## config.mk

```make
export PLATFORM = sky130hd
export DESIGN_NAME = tdt_cell
export DESIGN_NICKNAME = d
export VERILOG_FILES = /design/src/rtl/core/tdt_pkg.sv /design/src/rtl/core/tdt_cell.sv
export SDC_FILE = /design/constraint.sdc
export NUM_CORES = 1
export LEC_CHECK = 0
export ABC_CLOCK_PERIOD_IN_PS = 11900
export BUFFER_PORTS_ARGS = -buffer_cell sky130_fd_sc_hd__buf_2
export CAP_MARGIN = 20
export CORE_UTILIZATION = 45
export DETAILED_ROUTE_END_ITERATION = 8
export PLACE_DENSITY = 0.85
export SYNTH_ARGS = -nofsm -noshare
export SYNTH_HDL_FRONTEND = slang
export SYNTH_SLANG_ARGS = --single-unit
```

## constraint.sdc

```tcl
create_clock -name clk -period 11.9 [get_ports clk]
set_input_delay 1.19 -clock clk [delete_from_list [all_inputs] [get_ports clk]]
set_output_delay 1.19 -clock clk [all_outputs]
set_load 0.02 [all_outputs]
```

## src/rtl/core/tdt_pkg.sv

```systemverilog
package tdt_pkg;

  // Identifier storage is always the full 12 bytes carried on the port
  localparam int unsigned EPC_BYTES = 12;
  localparam int unsigned EPC_W     = 8 * EPC_BYTES;
  localparam int unsigned LEN_W     = 4;
  localparam int unsigned RSSI_W    = 8;
  localparam int unsigned OUT_NUM_W = 8;

  localparam int unsigned DEF_TABLE_DEPTH = 128;
  localparam int unsigned DEF_ID_BYTES    = 12;

  // Probe broadcast to every cell while a sighting is scanned
  typedef struct packed {
    logic [EPC_W-1:0]     epc;
    logic [LEN_W-1:0]     len;
    logic [EPC_BYTES-1:0] mask;
    logic [RSSI_W-1:0]    rssi;
  } key_t;

  // Token walking down the cell chain
  typedef struct packed {
    logic act;
    logic hit;
  } tok_t;

  // Bytes that take part in a compare: the first min(len, id_bytes) bytes
  function automatic logic [EPC_BYTES-1:0] byte_mask(input logic [LEN_W-1:0] len,
                                                     input int unsigned id_bytes);
    int unsigned n;
    logic [EPC_BYTES-1:0] m;
    n = int'(len);
    if (n > id_bytes) begin
      n = id_bytes;
    end
    for (int unsigned k = 0; k < EPC_BYTES; k++) begin
      m[k] = (k < n);
    end
    return m;
  endfunction

endpackage

```

## src/rtl/core/tdt_cell.sv

```systemverilog
module tdt_cell #(
  parameter int unsigned CELL_IDX = 0,
  parameter int unsigned CNT_W    = 8
) (
  input  logic                clk,
  input  logic                rst_n,
  input  logic [CNT_W-1:0]    count,
  input  tdt_pkg::key_t       key,
  input  tdt_pkg::tok_t       tok_in,
  input  logic [CNT_W-1:0]    slot_in,
  input  logic                wr_en,
  input  logic [CNT_W-1:0]    wr_sel,
  output tdt_pkg::tok_t       tok_out,
  output logic [CNT_W-1:0]    slot_out
);

  localparam logic [CNT_W-1:0] MY_IDX = CNT_W'(CELL_IDX);

  logic [tdt_pkg::EPC_W-1:0]  epc_r;
  logic [tdt_pkg::LEN_W-1:0]  len_r;
  logic [tdt_pkg::RSSI_W-1:0] strength_r;

  tdt_pkg::tok_t    tok_r;
  tdt_pkg::tok_t    tok_nxt;
  logic [CNT_W-1:0] slot_r;
  logic [CNT_W-1:0] slot_nxt;
  logic             bytes_eq;
  logic             match;

  always_comb begin
    bytes_eq = 1'b1;
    for (int unsigned k = 0; k < tdt_pkg::EPC_BYTES; k++) begin
      if (key.mask[k] &&
          (epc_r[8*(tdt_pkg::EPC_BYTES-1-k) +: 8] != key.epc[8*(tdt_pkg::EPC_BYTES-1-k) +: 8]))
      begin
        bytes_eq = 1'b0;
      end
    end
  end

  // Only the first match claims the token; entries at or above the count are skipped
  assign match = tok_in.act && !tok_in.hit && (MY_IDX < count) &&
                 (len_r == key.len) && bytes_eq;

  always_comb begin
    tok_nxt.act = tok_in.act;
    tok_nxt.hit = tok_in.hit | match;
    slot_nxt    = match ? MY_IDX : slot_in;
  end

  always_ff @(posedge clk) begin
    if (!rst_n) begin
      tok_r <= '0;
    end else begin
      tok_r <= tok_nxt;
    end
  end

  always_ff @(posedge clk) begin
    slot_r <= slot_nxt;
    if (wr_en && (wr_sel == MY_IDX)) begin
      epc_r      <= key.epc;
      len_r      <= key.len;
      strength_r <= key.rssi;
    end else if (match) begin
      strength_r <= key.rssi;
    end
  end

  assign tok_out  = tok_r;
  assign slot_out = slot_r;

endmodule

```

==> flow_summary_export.csv, run 1 <==
group,metric,value,unit
synthesis,ys_types,22,
detailed_routing,drt_wl_total,8.50,mm
placed_design,portBuffers,150,
global_route,grt_max_degree,57,
cts,cts.clk_slew.worst_paths,100,ps
die,die_w,102,µm
finish,n_antenna_cell,0,
setup_path,cp-start-kind,"primary input",
global_route,grt_antenna_before_repair,0,
global_route,grt_pass1_wl,13.3,mm
setup_path,cp_max_fo,56,
power,peakVddDrop,0.0000692,V
synthesis,yosysSeqAreaShare,70.9,%
setup_path,reg2reg_from,"len_r[3]",
finish,drive_above_1_share,37.7,%
cts,cts.repair.resized,0,
power,p_per_area,127,nW/µm²
timing,fmax,392,MHz
worst_hold_path,worstHoldStart,"len_r[0]",
timing,hold_viol,0,
synthesis,ys_ff_latch,110,
detailed_routing,wl_per_cell,14.7,µm
synthesis,avgSynthCellArea,16.1,µm²
timing,finalSetupTns,0,ps
worst_hold_path,holdCritPathClass,"flop to flop",
global_route,track_usage,17.0,%
power,leakage,2.02,nW
detailed_routing,drt-initial-drc-count,81,
timing,period_needed,2550,ps
detailed_routing,num_vias,2819,
synthesis,syn-num-nets,430,
cts,cts_buffer_depth,2,
setup_path,cp_slowest_stage_delay,620,ps
setup_path,cp.arrival,2540,ps
timing,fin_crit_sh,21.5,%
setup_path,slowest_stage,"buf_4",
timing,layout_setup_ws,9350,ps
synthesis,syn_inst,281,
worst_hold_path,hold_end,"slot_out[3]",
placed_design,dp_hpwl,6.48,mm
run_status,status,"finished, final reports clean",
timing,fin_hold_ws,858,ps
placed_design,place.gp.congestion,0.723,
timing,setup_viol,0,
synthesis,yosysWarnings,0,
cts,clkSinkCount,110,
cts,clockRootBuffer,"clkbuf_8",
placed_design,post-place-ws,8970,ps
timing,tightest_slew,704,ps
setup_path,ff2ff_setup_slack,10200,ps
setup_path,worstPathCellList,"buf_2 -> nor4_1 -> nand3b_1 -> nor4_2 -> buf_4",
cts,cts_made_buffers,9,
synthesis,synth_area_leaders,"edfxtp_1 66%, xnor2_1 18%, dfxtp_1 4.4%, nand4_1 3.2%, xor2_1 1.7%",
placed_design,placed_area,5440,µm²
worst_hold_path,holdPathStages,4,
synthesis,yosys.area.top_type_share,66.4,%
die,core_area,9770,µm²
setup_path,worstSetupPathType,"primary input to flop",
timing,finalMaxSlewViolations,0,
setup_path,cp_num_buf_inv,2,
cts,post-cts-setup-buffers,0,
cts,htreeDepth,3,
cts,worstSkewPairLatency,360,ps
setup_path,rr_worst_depth,5,
timing,skew,8.52,ps
cts,cts_hold_buf,0,
detailed_routing,routed_via_density,4.87,
die,rows,36,
setup_path,endpoint_kind,"flop",
setup_path,r2r_end,"slot_out[0]",
die,dieArea,10400,µm²
global_route,overflow,0,
detailed_routing,antenna_left,0,
synthesis,synthesis.area,4520,µm²
detailed_routing,drt-pass1-iter-count,6,
finish,fin_area,5660,µm²
job,drv_cap,0,
die,start_util,46.2,%
cts,cts_tree,"yes",
detailed_routing,drc,0,
die,dieHeight,102,µm
finish,final_nets,590,
die,pin_count,159,
setup_path,crit_required,11890,ps
global_route,grt_pass1_vias,2886,
timing,relSlewSlack,53.1,%
setup_path,critPathTopFamily,"buffers and inverters",
finish,area_delta_synth_final,25.2,%
synthesis,yosysTopAreaCell,"edfxtp_1",
timing,rsz0062_at_grt,"false",
[placed cells by master, fill, tap and decap left out]
cell,count
a2111oi_1,1
a21boi_1,1
a41o_1,1
a41oi_1,8
and2_1,2
and3_1,1
and4_1,2
buf_2,150
buf_4,2
bufinv_16,2
clkbuf_1,1
clkbuf_8,9
clkinv_1,2
clkinvlp_4,3
dfxtp_1,10
edfxtp_1,100
inv_1,8
nand3b_1,1
nand4_1,23
nor2_2,1
nor3b_1,1
nor4_1,5
nor4_2,1
o21ai_0,10
o21ai_1,1
xnor2_1,91
xor2_1,9
[state kept, by name, indices dropped and copies added, names as in the netlist]
name and count:
epc_r 96, len_r 4, slot_out 8, tok_out 2
[cell type report]
class	count	area (µm²)
clock buffers	10	128
clock inverters	6	86.3
fillers	798	4120
inverters	9	33.8
multi-input cells	159	1270
flip-flops and latches	110	3200
well taps	133	166
repair buffers	152	766
[cell usage after synthesis, drive strengths merged]
library cell / instances
clkinv: 1
a21boi: 1
buf: 1
nor3b: 1
edfxtp: 100
and3: 1
and4: 2
inv: 8
o21ai: 11
xor2: 9
a2111oi: 1
dfxtp: 10
nor4: 6
a41oi: 8
nand3b: 1
and2: 2
clkbuf: 2
a41o: 1
nor2: 1
xnor2: 91
nand4: 23
[stage by stage]
step           utilization (%)  std cells  power, W
2_1_floorplan                -        281  0.000455
3_3_place_gp              55.7        563  0.000488
3_5_place_dp              55.7        563  0.000490
4_1_cts                   57.9        579  0.000729
5_1_grt                   57.9        579  0.000748
6_report                  57.9        579  0.000721
[worst min-delay path, stage by stage (launching register included)]
cell	delay [ps]
edfxtp_1	360
xnor2_1	70
nand4_1	100
nor2_2	90
a41oi_1	190
[report_power, final]
part	switching [W]	leakage [nW]	total (W)	internal (W)
Combinational	0.0000263	0.944	0.0000577	0.0000314
Sequential	0.000000692	0.983	0.000423	0.000423
Clock	0.000122	0.0962	0.000240	0.000118
[per-layer routing]
metal / up-vias / GRT usage, % / share of wire [%]
met4: 0 / 7.91 / 1.5
met2: 90 / 29.2 / 51
met1: 1351 / 20.9 / 43
li1: 1367 / - / -
met3: 11 / 3.08 / 4.7
met5: - / 0 / 0
[logic make-up (layout without fill, tap and decap cells)]
| kind of cell | Yosys count | count (layout) | share of synthesized area (%) |
|---|---|---|---|
| compound gates | 22 | 22 | 3.38 |
| flops | 110 | 110 | 70.9 |
| buf+inv | 12 | 177 | 1.08 |
| simple gates | 37 | 37 | 5.29 |
| xor+xnor | 100 | 100 | 19.4 |
[worst max path at each step]
stage                     startpoint   endpoint  slack (ps)  cells after the start
after floorplan            wr_sel[2]   epc_r[0]         110                      3
after global placement     wr_sel[2]  epc_r[36]        9060                      5
after detailed placement   wr_sel[2]  epc_r[71]        8970                      5
after CTS                  wr_sel[2]  epc_r[69]        9370                      5
after global routing       wr_sel[2]  epc_r[69]        9240                      5
final                      wr_sel[2]  epc_r[17]        9350                      5
No activity file was read; power rests on OpenSTA's default activity.
==> run 2: changes to the inputs <==
- ABC_CLOCK_PERIOD_IN_PS: 11900 -> 2130
- clock period: 11.9 -> 2.13 ns (I/O delays scaled with it)
==> flow_summary_export.csv, run 2 (synthesis results as in run 1) <==
group,metric,value,unit
run_status,status,"finished, final reports clean",
global_route,track_usage,16.8,%
finish,n_antenna_cell,0,
placed_design,post-place-ws,406,ps
timing,fin_crit_sh,79.2,%
die,core_area,9770,µm²
setup_path,cp-start-kind,"flop",
timing,finalSetupTns,0,ps
power,p_per_area,678,nW/µm²
power,p_comb_share,8.5,%
job,drv_cap,0,
placed_design,place.gp.congestion,0.703,
cts,clockRootBuffer,"clkbuf_8",
cts,cts.repair.resized,0,
worst_hold_path,worstHoldStart,"key[23]",
setup_path,crit_required,2340,ps
placed_design,dp_hpwl,6.66,mm
detailed_routing,antenna_left,0,
power,switchingPower,0.000812,W
setup_path,cp.arrival,1900,ps
power,peakVddDrop,0.000414,V
setup_path,cp_max_fo,9,
cts,post-cts-setup-buffers,0,
timing,rsz0062_at_grt,"false",
global_route,grt_antenna_before_repair,0,
setup_path,reg2reg_from,"epc_r[46]",
placed_design,portBuffers,150,
finish,fin_area,5670,µm²
global_route,overflow,0,
finish,final_nets,590,
die,pin_count,159,
setup_path,endpoint_kind,"flop",
finish,fill_cells,820,
finish,largest_reg_flops,96,
detailed_routing,routed_via_density,4.88,
power,p_seq_share,61.5,%
cts,cts_buffer_depth,2,
detailed_routing,drt-pass1-iter-count,5,
die,dieHeight,102,µm
cts,htreeDepth,3,
global_route,grt_pass1_vias,2812,
detailed_routing,wl_per_cell,14.8,µm
timing,layout_setup_ws,442,ps
die,dieArea,10400,µm²
finish,regMostFlops,"epc_r",
finish,post-route-util,58.0,%
timing,skew,6.47,ps
power,leakage,2.03,nW
finish,mostFrequentLayoutCell,"buf_2",
cts,clkSinkCount,110,
die,rows,36,
die,start_util,46.2,%
cts,worstSkewPairLatency,350,ps
detailed_routing,num_vias,2824,
global_route,grt_pass1_wl,13.0,mm
detailed_routing,drt_wl_total,8.60,mm
timing,finalMaxSlewViolations,0,
cts,cts_hold_buf,0,
timing,setup_viol,0,
global_route,grt_max_degree,53,
timing,period_needed,1690,ps
detailed_routing,drc,0,
setup_path,crit_start,"epc_r[46]",
worst_hold_path,holdCritPathClass,"primary input to flop",
timing,relSlewSlack,73.4,%
placed_design,placed_area,5490,µm²
timing,tightest_slew,399,ps
finish,drive_above_1_share,37.7,%
power,p_int,0.00304,W
timing,fmax,592,MHz
power,clock_power_share,30.0,%
finish,area_delta_synth_final,25.5,%
detailed_routing,drt-initial-drc-count,78,
power,p_sw_share,21.1,%
setup_path,worstSetupPathType,"flop to flop",
power,finalPower,0.00385,W
timing,hold_viol,0,
finish,mostFrequentLayoutCells,"150 x buf_2, 100 x edfxtp_1, 91 x xnor2_1",
cts,cts_tree,"yes",
cts,cts_made_buffers,9,
cts,cts.clk_slew.worst_paths,100,ps
die,die_w,102,µm
-- run 2: cell types whose count changed in the layout (fill, tap and decap cells not counted), sizes merged --
| cell | before | now |
|---|---|---|
| clkbuf | 10 | 14 |
| clkinvlp | 3 | 0 |
| bufinv | 2 | 0 |
| clkinv | 2 | 3 |
-- run 2: through the flow --
step | hold WS [ps] | std cells
after floorplan | 312 | 281
after global placement | 416 | 563
after detailed placement | 418 | 563
after CTS | 25.9 | 579
after global routing | 24.8 | 579
final | 50.6 | 579
-- run 2: final timing paths --
kind                               endpoint  cells past startpoint  slack (ps)
worst max register to register  slot_out[4]                      5         440
worst min-delay path               len_r[3]                      1          50
worst min register to register  slot_out[0]                      4         850
worst max-delay path            slot_out[4]                      5         440
-- run 2: power groups by stage --
stage,logic [W],registers (W),clock network (W)
after floorplan,0.000113,0.00243,0
after global placement,0.000314,0.00241,0
after detailed placement,0.000330,0.00242,0
after CTS,0.000332,0.00237,0.00119
after global routing,0.000362,0.00237,0.00128
final,0.000328,0.00237,0.00115
-- run 2: final cells by class --
type                    instances  area (µm²)  share of cell area, %
clock buffers                  14         163                   2.87
clock inverters                 2        17.5                  0.309
inverters                       9        33.8                  0.596
multi-input cells             159        1300                   22.9
flip-flops and latches        110        3200                   56.5
well taps                     133         166                   2.93
repair buffers                152         791                   13.9
-- run 2: layer usage --
| layer | share of wire (%) | global-route usage [%] | up-vias | routed length, µm |
|---|---|---|---|---|
| met5 | 0 | 0 | - | 0 |
| met4 | 1.5 | 7.25 | 0 | 133 |
| met3 | 6.6 | 4.17 | 14 | 567 |
| met2 | 50 | 28.8 | 110 | 4270 |
| met1 | 42 | 20.1 | 1334 | 3630 |
| li1 | - | - | 1366 | - |
-- run 2: critical path, cell delays in order (launching register included) --
cell	delay (ps)
edfxtp_1	400
xnor2_1	160
nand4_1	110
o21ai_0	240
and4_1	460
a41oi_1	170
